<file path="src/rtl/core/lacl_pkg.sv">
// Shared types, register indexes, reset values and constant-divide helpers
// for the latency adaptive concurrency limiter. No dependencies.
package lacl_pkg;

    localparam int CountWidthDefault = 32;
    localparam int CfgIndexWidth     = 2;
    localparam int CfgDataWidth      = 32;
    localparam int LatWidth          = 32;
    localparam int ConcWidth         = 16;

    localparam logic [LatWidth-1:0]  ThresholdReset = 32'd100;
    localparam logic [ConcWidth-1:0] WindowReset    = 16'd10;
    localparam logic [ConcWidth-1:0] MaxConcReset   = 16'd64;

    // Register indexes of the configuration port
    typedef enum logic [CfgIndexWidth-1:0] {
        REG_THRESHOLD = 2'd0,
        REG_WINDOW    = 2'd1,
        REG_MAX_CONC  = 2'd2
    } t_cfg_reg;

    // Input command codes
    typedef enum logic {
        CMD_SAMPLE = 1'b0,
        CMD_TICK   = 1'b1
    } t_cmd;

    typedef struct packed {
        logic [LatWidth-1:0]  threshold;
        logic [ConcWidth-1:0] window;
        logic [ConcWidth-1:0] max_conc;
    } t_cfg;

    // Limit reload: a limit of zero acts as one
    typedef struct packed {
        logic                 load;
        logic [ConcWidth-1:0] value;
    } t_reload;

    // floor(c/3) as c*43691 >> 17, exact for every 16-bit c
    function automatic logic [ConcWidth-1:0] div3(input logic [ConcWidth-1:0] c);
        logic [31:0] prod;
        prod = 32'(c) * 32'd43691;
        return {1'b0, prod[31:17]};
    endfunction

    // floor(c*13/10) as c*87241531 >> 26, exact for every 16-bit c
    function automatic logic [16:0] mul13div10(input logic [ConcWidth-1:0] c);
        logic [42:0] prod;
        prod = 43'(c) * 43'd87241531;
        return prod[42:26];
    endfunction

endpackage

</file>
<file path="src/rtl/core/lacl_cfg_regs.sv">
// Configuration register file of the concurrency limiter.
// Depends on lacl_pkg for the register indexes and reset values.
module lacl_cfg_regs (
    input  logic                             i_clk,
    input  logic                             i_rst_n,
    input  logic                             i_cfg_valid,
    input  logic [lacl_pkg::CfgIndexWidth-1:0] i_cfg_index,
    input  logic [lacl_pkg::CfgDataWidth-1:0]  i_cfg_data,
    output lacl_pkg::t_cfg                   o_cfg,
    output lacl_pkg::t_reload                o_reload
);
    import lacl_pkg::*;

    t_cfg r_cfg;
    logic w_max_wr;

    assign w_max_wr = i_cfg_valid && (i_cfg_index == REG_MAX_CONC);

    // Capture register writes; unknown indexes are dropped
    always_ff @(posedge i_clk) begin
        if (!i_rst_n) begin
            r_cfg.threshold <= ThresholdReset;
            r_cfg.window    <= WindowReset;
            r_cfg.max_conc  <= MaxConcReset;
        end else if (i_cfg_valid) begin
            case (i_cfg_index)
                REG_THRESHOLD: r_cfg.threshold <= i_cfg_data;
                REG_WINDOW:    r_cfg.window    <= i_cfg_data[ConcWidth-1:0];
                REG_MAX_CONC:  r_cfg.max_conc  <= i_cfg_data[ConcWidth-1:0];
                default: ;
            endcase
        end
    end

    assign o_cfg = r_cfg;

    // Reload concurrency with the new limit, zero treated as one
    always_comb begin
        o_reload.load  = w_max_wr;
        o_reload.value = (i_cfg_data[ConcWidth-1:0] == '0) ? ConcWidth'(1)
                                                           : i_cfg_data[ConcWidth-1:0];
    end

endmodule

</file>
<file path="src/rtl/core/lacl_datapath.sv">
// Sample counters, stable phase and concurrency decision of the limiter.
// Depends on lacl_pkg for types and the constant-divide helpers.
module lacl_datapath #(
    parameter int COUNT_WIDTH = lacl_pkg::CountWidthDefault
) (
    input  logic                            i_clk,
    input  logic                            i_rst_n,
    input  lacl_pkg::t_cfg                  i_cfg,
    input  lacl_pkg::t_reload               i_reload,
    input  logic                            i_step,
    input  logic                            i_cmd,
    input  logic [lacl_pkg::LatWidth-1:0]   i_latency,
    output logic [lacl_pkg::ConcWidth-1:0]  o_concurrency,
    output logic                            o_updated
);
    import lacl_pkg::*;

    localparam int ProdWidth = COUNT_WIDTH + 7;
    localparam logic [COUNT_WIDTH-1:0] CountMax = '1;

    logic [COUNT_WIDTH-1:0] r_good, n_good;
    logic [COUNT_WIDTH-1:0] r_total, n_total;
    logic [ConcWidth-1:0]   r_phase, n_phase;
    logic [ConcWidth-1:0]   r_conc, n_conc;

    logic [ProdWidth-1:0] w_good100, w_total99;
    logic [ConcWidth:0]   w_phase_inc;
    logic [ConcWidth-1:0] w_lower, w_lim;
    logic [ConcWidth:0]   w_raise;
    logic                 w_bad, w_tick, w_good_lat;

    // Scale both counters for the 99 percent check
    assign w_good100 = (ProdWidth'(r_good) << 6) + (ProdWidth'(r_good) << 5)
                     + (ProdWidth'(r_good) << 2);
    assign w_total99 = (ProdWidth'(r_total) << 7) - (ProdWidth'(r_total) << 5)
                     + (ProdWidth'(r_total) << 2) - ProdWidth'(r_total);
    assign w_bad     = w_good100 < w_total99;

    assign w_tick      = i_step && (i_cmd == CMD_TICK);
    assign w_good_lat  = i_latency <= i_cfg.threshold;
    assign w_phase_inc = {1'b0, r_phase} + 17'd1;
    assign w_lower     = (div3(r_conc) == '0) ? ConcWidth'(1) : div3(r_conc);
    assign w_raise     = mul13div10(r_conc);
    assign w_lim       = (i_cfg.max_conc == '0) ? ConcWidth'(1) : i_cfg.max_conc;

    // Next state: count samples, decide on ticks, apply limit reloads
    always_comb begin
        n_good    = r_good;
        n_total   = r_total;
        n_phase   = r_phase;
        n_conc    = r_conc;
        o_updated = 1'b0;
        if (i_step && (i_cmd == CMD_SAMPLE)) begin
            if (r_total != CountMax) n_total = r_total + 1'b1;
            if (w_good_lat && (r_good != CountMax)) n_good = r_good + 1'b1;
        end else if (w_tick) begin
            n_good  = '0;
            n_total = '0;
            if (w_bad) begin
                n_conc    = w_lower;
                n_phase   = '0;
                o_updated = 1'b1;
            end else if (w_phase_inc >= {1'b0, i_cfg.window}) begin
                n_conc    = (w_raise > {1'b0, w_lim}) ? w_lim : w_raise[ConcWidth-1:0];
                n_phase   = '0;
                o_updated = 1'b1;
            end else begin
                n_phase = w_phase_inc[ConcWidth-1:0];
            end
        end
        if (i_reload.load) n_conc = i_reload.value;
    end

    assign o_concurrency = n_conc;

    // Hold the limiter state
    always_ff @(posedge i_clk) begin
        if (!i_rst_n) begin
            r_good  <= '0;
            r_total <= '0;
            r_phase <= '0;
            r_conc  <= MaxConcReset;
        end else begin
            r_good  <= n_good;
            r_total <= n_total;
            r_phase <= n_phase;
            r_conc  <= n_conc;
        end
    end

endmodule

</file>
<file path="src/rtl/core/latency_adaptive_concurrency_limiter_top.sv">
// Top level of the latency adaptive concurrency limiter: input and result
// registers around lacl_datapath and lacl_cfg_regs. Depends on lacl_pkg.
//
// Usage:
//   Input channel (i_in_valid / o_in_stall, i_cmd, i_latency): each transfer is
//   a latency sample (CMD_SAMPLE) or a tick (CMD_TICK). Samples give no
//   result; each tick gives one result (o_concurrency, o_updated) on the
//   output channel (o_out_valid / i_out_stall).
//   Throughput: one item per cycle unless the input stalls. Every item passes
//   the input register and then the state update; a tick's result is then
//   loaded into the result register together with the new state.
//   The config channel (i_cfg_valid / o_cfg_ready) is always ready; write
//   only while the block is idle. Writing max_concurrency reloads
//   concurrency with the new limit (zero acts as one).
//   Reset (synchronous, active low) restores threshold 100, window 10,
//   limit and concurrency 64, clears counters and empties both registers.
//   When the receiver stalls, the result register holds; samples behind it
//   keep flowing, and a tick waiting in the input register stalls the input.
module latency_adaptive_concurrency_limiter_top #(
    parameter int COUNT_WIDTH = lacl_pkg::CountWidthDefault
) (
    input  logic                               i_clk,
    input  logic                               i_rst_n,
    input  logic                               i_in_valid,
    output logic                               o_in_stall,
    input  logic                               i_cmd,
    input  logic [lacl_pkg::LatWidth-1:0]      i_latency,
    output logic                               o_out_valid,
    input  logic                               i_out_stall,
    output logic [lacl_pkg::ConcWidth-1:0]     o_concurrency,
    output logic                               o_updated,
    input  logic                               i_cfg_valid,
    output logic                               o_cfg_ready,
    input  logic [lacl_pkg::CfgIndexWidth-1:0] i_cfg_index,
    input  logic [lacl_pkg::CfgDataWidth-1:0]  i_cfg_data
);
    import lacl_pkg::*;

    t_cfg    w_cfg;
    t_reload w_reload;

    logic                 r_s1_valid;
    logic                 r_s1_cmd;
    logic [LatWidth-1:0]  r_s1_latency;
    logic                 r_out_valid;
    logic [ConcWidth-1:0] r_out_conc;
    logic                 r_out_upd;
    logic                 w_s1_go, w_in_xfer, w_out_load;
    logic [ConcWidth-1:0] w_conc;
    logic                 w_upd;

    assign o_cfg_ready = 1'b1;

    // A sample always drains; a tick needs the result register free
    assign w_s1_go    = r_s1_valid && ((r_s1_cmd == CMD_SAMPLE) || !r_out_valid
                                       || !i_out_stall);
    assign o_in_stall = r_s1_valid && !w_s1_go;
    assign w_in_xfer  = i_in_valid && !o_in_stall;
    assign w_out_load = w_s1_go && (r_s1_cmd == CMD_TICK);

    lacl_cfg_regs u_cfg (
        .i_clk       (i_clk),
        .i_rst_n     (i_rst_n),
        .i_cfg_valid (i_cfg_valid),
        .i_cfg_index (i_cfg_index),
        .i_cfg_data  (i_cfg_data),
        .o_cfg       (w_cfg),
        .o_reload    (w_reload)
    );

    lacl_datapath #(
        .COUNT_WIDTH (COUNT_WIDTH)
    ) u_dp (
        .i_clk         (i_clk),
        .i_rst_n       (i_rst_n),
        .i_cfg         (w_cfg),
        .i_reload      (w_reload),
        .i_step        (w_s1_go),
        .i_cmd         (r_s1_cmd),
        .i_latency     (r_s1_latency),
        .o_concurrency (w_conc),
        .o_updated     (w_upd)
    );

    // Input register: advance on transfer, drop when drained
    always_ff @(posedge i_clk) begin
        if (!i_rst_n) begin
            r_s1_valid <= 1'b0;
        end else if (w_in_xfer) begin
            r_s1_valid <= 1'b1;
        end else if (w_s1_go) begin
            r_s1_valid <= 1'b0;
        end
    end

    always_ff @(posedge i_clk) begin
        if (w_in_xfer) begin
            r_s1_cmd     <= i_cmd;
            r_s1_latency <= i_latency;
        end
    end

    // Result register: load on tick, hold while stalled
    always_ff @(posedge i_clk) begin
        if (!i_rst_n) begin
            r_out_valid <= 1'b0;
        end else if (w_out_load) begin
            r_out_valid <= 1'b1;
        end else if (!i_out_stall) begin
            r_out_valid <= 1'b0;
        end
    end

    always_ff @(posedge i_clk) begin
        if (w_out_load) begin
            r_out_conc <= w_conc;
            r_out_upd  <= w_upd;
        end
    end

    assign o_out_valid   = r_out_valid;
    assign o_concurrency = r_out_conc;
    assign o_updated     = r_out_upd;

endmodule
</file>
<file path="config.mk">
export PLATFORM = sky130hd
export DESIGN_NAME = latency_adaptive_concurrency_limiter_top
export DESIGN_NICKNAME = d
export VERILOG_FILES = /design/src/rtl/core/lacl_pkg.sv /design/src/rtl/core/lacl_cfg_regs.sv /design/src/rtl/core/lacl_datapath.sv /design/src/rtl/core/latency_adaptive_concurrency_limiter_top.sv
export SDC_FILE = /design/constraint.sdc
export NUM_CORES = 1
export LEC_CHECK = 0
export ABC_AREA = 0
export BUFFER_PORTS_ARGS = -buffer_cell sky130_fd_sc_hd__buf_2
export CAP_MARGIN = 20
export CORE_MARGIN = 2
export CORE_UTILIZATION = 55
export CTS_BUF_LIST = sky130_fd_sc_hd__clkbuf_16
export DETAILED_ROUTE_END_ITERATION = 10
export PLACE_DENSITY = 0.79
export SETUP_SLACK_MARGIN = 0.2
export SYNTH_ARGS = -nofsm -noshare
export SYNTH_HDL_FRONTEND = slang
export SYNTH_HIERARCHICAL = 1
export SYNTH_SLANG_ARGS = --single-unit
</file>
<file path="constraint.sdc">
create_clock -name i_clk -period 26.9 [get_ports i_clk]
set_input_delay 4.035 -clock i_clk [delete_from_list [all_inputs] [get_ports i_clk]]
set_output_delay 4.035 -clock i_clk [all_outputs]
set_load 0.02 [all_outputs]
</file>
==> flow_summary.yaml, run 1 <==
global_routing:
  grt_max_degree: 99
  antenna_found_initial: 2
  grt_pass1_wl_um: 111000
  overflow: 0
  grtUsageTotal_pct: 27.1
  grt_pass1_vias: 21756
sta:
  final_max_slew_viol_count: 0
  finalCritPeriodShare_pct: 35.8
  post-route-min-period_ps: 9640
  grt_setup_unrepaired: "no"
  setup-violations-final: 0
  slew_headroom_pct: 38.6
  timing.setup.tns_ps: 0
  clock_skew_ps: 27.0
  fmax_ghz: 0.104
  tightest_slew_ps: 921
  hold_viol: 0
setup_path:
  path_class: "reg2reg"
  critPathRequiredTime_ps: 27350
  reg2reg_to: "u_dp/r_conc[3]"
  critical_path_arrival_ps: 10090
  slowest_delay_ps: 730
  cp-endpoint: "u_dp/r_conc[3]"
  r2r_cells: 35
  reg2reg_slack_ps: 17260
  slowest_stage: "dfxtp_1"
  reg2reg_from: "u_dp/r_conc[5]"
  cp-start-kind: "flip-flop"
  crit_path_end_kind: "flip-flop"
  crit_start: "u_dp/r_conc[5]"
  crit_fanout: 20
clock_tree:
  cts_hold_buf: 0
  clk_pin_slew_ps: 70
  clockBufferDepth: 3
  clock-sinks: 212
  clockRootBuffer: "clkbuf_16"
  cts_resized: 0
  insertion_delay_ps: 560
  cts_tree: "built"
  cts_made_buffers: 23
  postCtsSetupRepairBufs: 0
  cts-htree-levels: 1
synth:
  yosys_warnings: 6
  synthesis.area_um2: 27300
  yosysTopAreaCellShare_pct: 22.1
  ys_seq_area_share_pct: 17.4
  syn_avg_cell_area_um2: 9.20
  synth_area_leaders: "ha_1, fa_1, dfxtp_1"
  postSynth.asyncResetShare_pct: 0
  syn-num-nets: 3812
  synth_edf_count: 50
  yosysTopAreaCell: "ha_1"
  ys_types: 81
  synth_cells: 2963
  synth_flop_cell: "dfxtp_1"
  ys_seq_elements: 212
hold_path:
  holdPathStages: 2
  min_path_type: "reg2reg"
die:
  fp.coreArea_um2: 49000
  dieArea_um2: 51400
  start_util_pct: 55.7
  ios: 92
  die_h_um: 227
  rows: 81
  fp.dieW_um: 227
power:
  leakagePower_uw: 0.0145
  p_total_uw: 2190
  vdd_drop_max_mv: 0.0735
  power.density_nw_per_um2: 75.1
place:
  placed_area_um2: 28400
  portBuffers: 90
  routabilityCongestion: 0.952
  dp_hpwl_um: 56000
routing:
  dr.pass1.iters: 5
  route.vias.total: 21203
  wl_um: 68300
  drc: 0
  viasPerCell: 5.72
  antenna_left: 0
  first_iter_violations: 1484
  wl_per_cell_um: 18.4
final_layout:
  final_cell_mix: "inv_1, ha_1, fa_1, nand2_1, a21oi_1"
  seq_area_um2: 4740
  drive_gt1_share_pct: 5.78
  final_common_cell: "inv_1"
  multi_input_area_um2: 20300
  fin_area_um2: 29200
  synthToLayoutAreaGrowth_pct: 6.97
  fin_util_pct: 59.6
  fillers: 4201
  fin_nets: 3875
run:
  drv_cap: 0
status:
  status: "finished, final reports clean"
stage by stage:
step / hold slack, ps / instances / setup slack, ps
after CTS: 455 / 3705 / 17370
after global placement: 442 / 3661 / 17690
after detailed placement: 445 / 3663 / 17400
after floorplan: 435 / 2963 / 18480
after global routing: 471 / 3709 / 16840
final: 455 / 3709 / 17260
power breakdown:
| group | total, uW | internal (uW) | switching, uW |
|---|---|---|---|
| sequential | 354 | 338 | 15.5 |
| combinational | 1510 | 611 | 902 |
| clock | 323 | 179 | 143 |
| total | 2190 | 1130 | 1060 |
cells in the mapped netlist, types with 22 or more instances:
cell type / count
o21a_1: 30
o21bai_1: 26
xnor2_1: 101
ha_1: 482
a21o_1: 73
o21ai_0: 84
or3_1: 28
inv_1: 517
xor2_1: 36
a21oi_1: 172
nor3_1: 26
dfxtp_1: 162
clkbuf_1: 46
nand4_1: 53
a21boi_0: 35
and3_1: 22
edfxtp_1: 50
nand2_1: 263
fa_1: 295
nand3_1: 58
nor2_1: 107
a21boi_1: 28
cells by family after synthesis:
group	after synthesis	synth area share, %
buf+inv	585	8.27
xor+xnor	137	4.40
flops	212	17.4
compound gates	561	13.5
mux	18	0.684
simple gates	672	12.0
fa+ha+maj	777	43.8
other cells	1	0.0138
routing by layer:
layer  track usage [%]  up-vias  part of all wire [%]
li1                  -    10061                     -
met2              47.7      538                    49
met3              2.92       92                   5.2
met5                 0        -                     0
met1              35.7    10512                    43
met4              6.58        0                   2.2
registers in the layout (all words and copies together) (netlist names):
signal	count
u_dp/r_conc	16
u_cfg/o_cfg	64
r_s1_cmd	1
o_concurrency	16
u_dp/r_good	32
r_s1_latency	32
o_out_valid	1
o_updated	1
r_s1_valid	1
u_dp/r_total	32
u_dp/r_phase	16
critical path, delay by kind of cell, from the launching register on:
family | cells | cell delay (ps)
adders and majority gates | 8 | 3680
AOI/OAI and AO/OA | 14 | 3050
buffers and inverters | 6 | 750
muxes | 2 | 540
DFF | 1 | 730
xor gates and xnor gates | 1 | 210
and+or+nand+nor | 4 | 540
worst min-delay path by stage:
| stage | slack (ps) | startpoint | endpoint |
|---|---|---|---|
| detailed placement | 450 | u_cfg/o_cfg[63] | u_cfg/o_cfg[63] |
| finish | 450 | u_cfg/o_cfg[63] | u_cfg/o_cfg[63] |
| global placement | 440 | u_cfg/o_cfg[51] | u_cfg/o_cfg[51] |
| floorplan | 440 | u_cfg/o_cfg[33] | u_cfg/o_cfg[33] |
| global route | 470 | u_cfg/o_cfg[63] | u_cfg/o_cfg[63] |
| CTS | 450 | u_cfg/o_cfg[63] | u_cfg/o_cfg[63] |
cell type report:
| cell class | instances | share of cell area (%) |
|---|---|---|
| diodes | 2 | 0.0172 |
| clock buffers | 25 | 2.15 |
| clock inverters | 17 | 0.463 |
| inverters | 518 | 6.67 |
| multi-input cells | 2166 | 69.5 |
| flip-flops and latches | 212 | 16.3 |
| well taps | 664 | 2.85 |
| repair buffers | 105 | 2.05 |
(Power assumes the default switching activity.)
==> run 2, diff against run 1 <==
--- a/config.mk
+++ b/config.mk
@@ -5,7 +5,7 @@
 export SDC_FILE = /design/constraint.sdc
 export NUM_CORES = 1
 export LEC_CHECK = 0
-export ABC_AREA = 0
+export ABC_AREA = 1
 export BUFFER_PORTS_ARGS = -buffer_cell sky130_fd_sc_hd__buf_2
 export CAP_MARGIN = 20
 export CORE_MARGIN = 2
==> constraint.sdc (replaced) <==
create_clock -name i_clk -period 8.95 [get_ports i_clk]
set_input_delay 1.3425 -clock i_clk [delete_from_list [all_inputs] [get_ports i_clk]]
set_output_delay 1.3425 -clock i_clk [all_outputs]
set_load 0.02 [all_outputs]
==> flow_summary.yaml, run 2 <==
power:
  p_int_uw: 3690
  power.density_nw_per_um2: 261
  vdd_drop_max_mv: 0.213
  combPwrFrac_pct: 76.0
  sw_frac_of_total_pct: 56.5
  power.share.clock_pct: 11.6
  pwr-share-seq_pct: 12.4
  leakagePower_uw: 0.0168
  switching_power_uw: 4800
synth:
  yosys_warnings: 6
  synth_flop_cell: "dfxtp_1"
  syn-num-nets: 4864
  ys_seq_elements: 212
  synth_common_cells: "inv_1, nand2_1, ha_1"
  syn_avg_cell_area_um2: 7.61
  ys_seq_area_share_pct: 15.5
  postSynth.asyncResetShare_pct: 0
  yosysTopAreaCell: "ha_1"
  synth_cells: 4015
  ys_types: 56
  synth_area_leaders: "ha_1, fa_1, dfxtp_1"
  synth_edf_count: 50
  yosysTopAreaCellShare_pct: 19.7
  synthesis.area_um2: 30500
  synth_most_common_cell: "inv_1"
global_routing:
  grtUsageTotal_pct: 30.8
  grt_pass1_vias: 25975
  antenna_found_initial: 3
  overflow: 0
  grt_pass1_wl_um: 138000
  grt_max_degree: 83
sta:
  finalCritPeriodShare_pct: 90.8
  final_max_slew_viol_count: 0
  timing.setup.tns_ps: 0
  hold_viol: 0
  clock_skew_ps: 16.9
  grt_setup_unrepaired: "no"
  post-route-min-period_ps: 8120
  tightest_slew_ps: 1050
  fmax_ghz: 0.123
  setup-violations-final: 0
  slew_headroom_pct: 29.6
final_layout:
  final_cell_mix: "inv_1, nand2_1, ha_1, nor2_1, fa_1"
  seq_area_um2: 4740
  fillers: 4932
  synthToLayoutAreaGrowth_pct: 6.39
  largest_register_ffs: 64
  multi_input_area_um2: 22400
  drive_gt1_share_pct: 5.32
  fin_util_pct: 59.1
  final_common_cell: "inv_1"
  final_cells: 4847
  fin_nets: 4931
routing:
  first_iter_violations: 2504
  wl_per_cell_um: 18.2
  viasPerCell: 5.53
  route.vias.total: 26803
  dr.pass1.iters: 6
  wl_um: 88200
  drc: 0
  antenna_left: 0
status:
  status: "finished, final reports clean"
setup_path:
  path_class: "reg2reg"
  reg2reg_to: "u_dp/r_conc[2]"
  r2r_cells: 40
  slowest_stage: "dfxtp_1"
  cp-start-kind: "flip-flop"
  critPathRequiredTime_ps: 9380
  slowest_delay_ps: 680
  crit_fanout: 18
  cp_common_cell: "nand2_1"
  reg2reg_from: "u_dp/r_conc[12]"
  crit_path_end_kind: "flip-flop"
  reg2reg_slack_ps: 830
  critical_path_arrival_ps: 8550
die:
  ios: 92
  dieArea_um2: 57400
  start_util_pct: 55.6
  rows: 86
  fp.coreArea_um2: 55000
  fp.dieW_um: 240
  die_h_um: 240
clock_tree:
  clockRootBuffer: "clkbuf_16"
  clock-sinks: 212
  cts_made_buffers: 23
  insertion_delay_ps: 560
  clockBufferDepth: 3
  clk_pin_slew_ps: 70
  cts_hold_buf: 0
  cts_resized: 0
  postCtsSetupRepairBufs: 0
  cts-htree-levels: 1
  cts_tree: "built"
hold_path:
  holdPathStages: 2
  hp-start: "u_cfg/o_cfg[24]"
  hold-path-endpoint: "u_cfg/o_cfg[24]"
  min_path_type: "reg2reg"
place:
  dp_hpwl_um: 73500
  portBuffers: 90
  routabilityCongestion: 1.06
  place_inst: 4805
run:
  drv_cap: 0
## run 2: changes by cell type in the layout (fill, tap and decap cells not counted), sizes merged, moves of 48 or more
cell,delta
a21boi,-48
o21ai,+93
a21oi,+108
nand2,+451
nor2,+270
a21o,-64
inv,+291
nand3,+131
xnor2,-74
nor3,+57
## run 2: cell families after synthesis
kind of cell             after synthesis  share of synthesized area (%)
AO/OA/AOI/OAI                        570                           10.3
buffers and inverters                874                           11.1
XOR/XNOR                             103                           2.95
other                                  1                         0.0123
adder cells (fa/ha/maj)              777                           39.1
AND/OR/NAND/NOR                     1478                           21.0
flip-flops                           212                           15.5
## run 2: layout make-up
class                           count  share of cell area (%)
Antenna cell                        1                 0.00770
Clock buffer                       24                    1.85
Clock inverter                     17                   0.485
Inverter                          804                    9.29
Multi-Input combinational cell   2929                    69.0
Sequential cell                   212                    14.6
Tap cell                          748                    2.88
Timing Repair Buffer              112                    1.89
## run 2: power groups by stage
stage | Combinational [uW] | Clock (uW) | Sequential (uW)
after floorplan | 4280 | 0 | 1070
after global placement | 6140 | 0 | 1070
after detailed placement | 6210 | 0 | 1070
after CTS | 6270 | 1000 | 1050
after global routing | 7210 | 1030 | 1050
final | 6450 | 985 | 1050
## run 2: through the flow
step / setup slack, ps / total power (uW) / hold slack (ps) / area, um2
4_1_cts: 1090 / 8320 / 464 / 32500
2_1_floorplan: 1890 / 5350 / 429 / 30500
5_1_grt: 491 / 9300 / 489 / 32500
6_report: 827 / 8480 / 464 / 32500
3_5_place_dp: 1130 / 7280 / 448 / 31700
3_3_place_gp: 1220 / 7210 / 444 / 31700
## run 2: critical path, delay by kind of cell, from the launching register on
| kind | cells | cell delay (ps) |
|---|---|---|
| AND/OR/NAND/NOR | 23 | 2700 |
| AO/OA/AOI/OAI | 2 | 410 |
| buffers and inverters | 7 | 540 |
| adder cells (fa/ha/maj) | 8 | 3670 |
| flip-flops | 1 | 680 |
## run 2: per-layer routing
layer	routed length [um]	GRT usage, %	up-vias
met1	37800	41.6	12452
li1	-	-	13051
met3	9120	8.38	188
met5	26	0	-
met4	3570	10.8	4
met2	37700	47.6	1108
## run 2: how the worst max path moves through the flow
stage	from	end	slack, ps	depth (start not counted)
6_report	u_dp/r_conc[12]	u_dp/r_conc[2]	830	40
5_1_grt	u_dp/r_conc[12]	u_dp/r_conc[2]	490	40
4_1_cts	u_dp/r_conc[12]	u_dp/r_conc[2]	1090	40
3_5_place_dp	u_dp/r_conc[12]	u_dp/r_conc[2]	1130	40
3_3_place_gp	u_dp/r_conc[8]	u_dp/r_conc[2]	1220	40
2_1_floorplan	u_dp/r_conc[8]	o_concurrency[3]	1890	38
==> run 3, diff against run 2 <==
--- a/config.mk
+++ b/config.mk
@@ -8,11 +8,13 @@
 export ABC_AREA = 1
 export BUFFER_PORTS_ARGS = -buffer_cell sky130_fd_sc_hd__buf_2
 export CAP_MARGIN = 20
+export CELL_PAD_IN_SITES_DETAIL_PLACEMENT = 1
+export CELL_PAD_IN_SITES_GLOBAL_PLACEMENT = 1
 export CORE_MARGIN = 2
-export CORE_UTILIZATION = 55
+export CORE_UTILIZATION = 49
 export CTS_BUF_LIST = sky130_fd_sc_hd__clkbuf_16
 export DETAILED_ROUTE_END_ITERATION = 10
-export PLACE_DENSITY = 0.79
+export PLACE_DENSITY = 0.8
 export SETUP_SLACK_MARGIN = 0.2
 export SYNTH_ARGS = -nofsm -noshare
 export SYNTH_HDL_FRONTEND = slang
==> flow_summary.yaml, run 3 (synthesis results as in run 2) <==
status:
  status: "finished, final reports clean"
sta:
  finalCritPeriodShare_pct: 90.8
  slew_headroom_pct: 30.4
  grt_setup_unrepaired: "no"
  timing.setup.tns_ps: 0
  hold_viol: 0
  tightest_slew_ps: 1040
  clock_skew_ps: 12.8
  setup-violations-final: 0
  post-route-min-period_ps: 8130
  final_max_slew_viol_count: 0
  fmax_ghz: 0.123
  fin_ws_ps: 819
routing:
  wl_met3_um: 6040
  route.vias.total: 27316
  antenna_left: 0
  wl_per_cell_um: 20.2
  drc: 0
  drt-met1-wl_um: 45000
  met2RoutedLength_um: 46100
  dr.pass1.iters: 5
  wl_um: 100000
  viasPerCell: 5.53
  first_iter_violations: 1593
  top_layer_used: "met4"
power:
  leakagePower_uw: 0.0168
  vdd_drop_max_mv: 0.198
  power.density_nw_per_um2: 260
clock_tree:
  clockBufferDepth: 3
  insertion_delay_ps: 550
  clockRootBuffer: "clkbuf_16"
  clk_pin_slew_ps: 70
  cts-htree-levels: 1
  cts_made_buffers: 24
  cts_tree: "built"
  cts_hold_buf: 0
  clock-sinks: 212
final_layout:
  final_common_cell: "inv_1"
  seq_area_um2: 4740
  final_cell_mix: "inv_1, nand2_1, ha_1, nor2_1, fa_1"
  fin_area_um2: 32600
  fin_nets: 4931
  largest_register_ffs: 64
  drive_gt1_share_pct: 5.42
  synthToLayoutAreaGrowth_pct: 6.79
  multi_input_area_um2: 22400
  fillers: 7886
  final_cells: 4937
setup_path:
  cp-endpoint: "o_concurrency[7]"
  reg2reg_slack_ps: 820
  reg2reg_to: "o_concurrency[7]"
  cp_common_cell: "nand2_1"
  path_class: "reg2reg"
  reg2reg_from: "u_dp/r_conc[15]"
  slowest_stage: "dfxtp_1"
  crit_path_end_kind: "flip-flop"
  crit_start: "u_dp/r_conc[15]"
  slowest_delay_ps: 720
  critical_path_arrival_ps: 8430
  cp-start-kind: "flip-flop"
  critPathRequiredTime_ps: 9250
  crit_fanout: 18
  r2r_cells: 41
die:
  dieArea_um2: 64400
  fp.coreArea_um2: 61700
  rows: 91
  die_h_um: 254
  fp.dieW_um: 254
  ios: 92
  start_util_pct: 49.5
place:
  place_inst: 4893
  placed_area_um2: 31800
  preCtsSetupSlack_ps: 823
  dp_hpwl_um: 84300
  routabilityCongestion: 0.971
  portBuffers: 90
global_routing:
  antenna_found_initial: 2
  grt_pass1_wl_um: 160000
  overflow: 0
  grtUsageTotal_pct: 31.6
  grt_pass1_vias: 29311
  grt_max_degree: 83
run:
  drv_cap: 0
hold_path:
  min_path_type: "reg2reg"
run 3: stage by stage:
stage / hold slack, ps / utilization (%) / power (uW)
2_1_floorplan: 429 / - / 5350
3_3_place_gp: 443 / 51.6 / 7170
3_5_place_dp: 448 / 51.6 / 7380
4_1_cts: 464 / 52.9 / 8460
5_1_grt: 485 / 52.9 / 9380
6_report: 464 / 52.9 / 8490
run 3: layout make-up:
cell class | count | share of cell area [%]
multi-input cells | 2929 | 68.7
flip-flops and latches | 212 | 14.5
inverters | 804 | 9.26
well taps | 837 | 3.21
clock buffers | 25 | 1.92
repair buffers | 111 | 1.86
clock inverters | 18 | 0.460
diodes | 1 | 0.00767
run 3: worst min path at each step:
stage	slack, ps	startpoint	cells after the start	endpoint
2_1_floorplan	430	u_cfg/o_cfg[17]	2	u_cfg/o_cfg[17]
3_3_place_gp	440	u_cfg/o_cfg[19]	2	u_cfg/o_cfg[19]
3_5_place_dp	450	u_cfg/o_cfg[19]	2	u_cfg/o_cfg[19]
4_1_cts	460	u_cfg/o_cfg[19]	2	u_cfg/o_cfg[19]
5_1_grt	480	u_cfg/o_cfg[27]	2	u_cfg/o_cfg[27]
6_report	460	u_cfg/o_cfg[19]	2	u_cfg/o_cfg[19]
run 3: where the power goes:
group          leakage [uW]  total, uW  internal, uW  switching [uW]
registers           0.00180       1060          1020            36.7
logic                0.0146       6440          2120            4320
clock network      0.000407       1000           565             436
run 3: worst max-delay path: cells and delay by family, from the launching register on:
family          cells  cell delay (ps)
compound gates      1              170
flops               1              720
buf+inv             5              430
simple gates       27             2890
fa+ha+maj           8             3630
run 3: what timing repair did:
item | CTS | global route
setup buffers | 0 | 0
gates resized for setup | 0 | 1
endpoints found under the setup margin | 0 | 32
run 3: metal layers:
layer / global-route usage (%) / vias to the layer above
met3: 5.05 / 161
met4: 8.35 / 0
met1: 42.6 / 13419
li1: - / 13024
met5: 0 / -
met2: 52.8 / 712
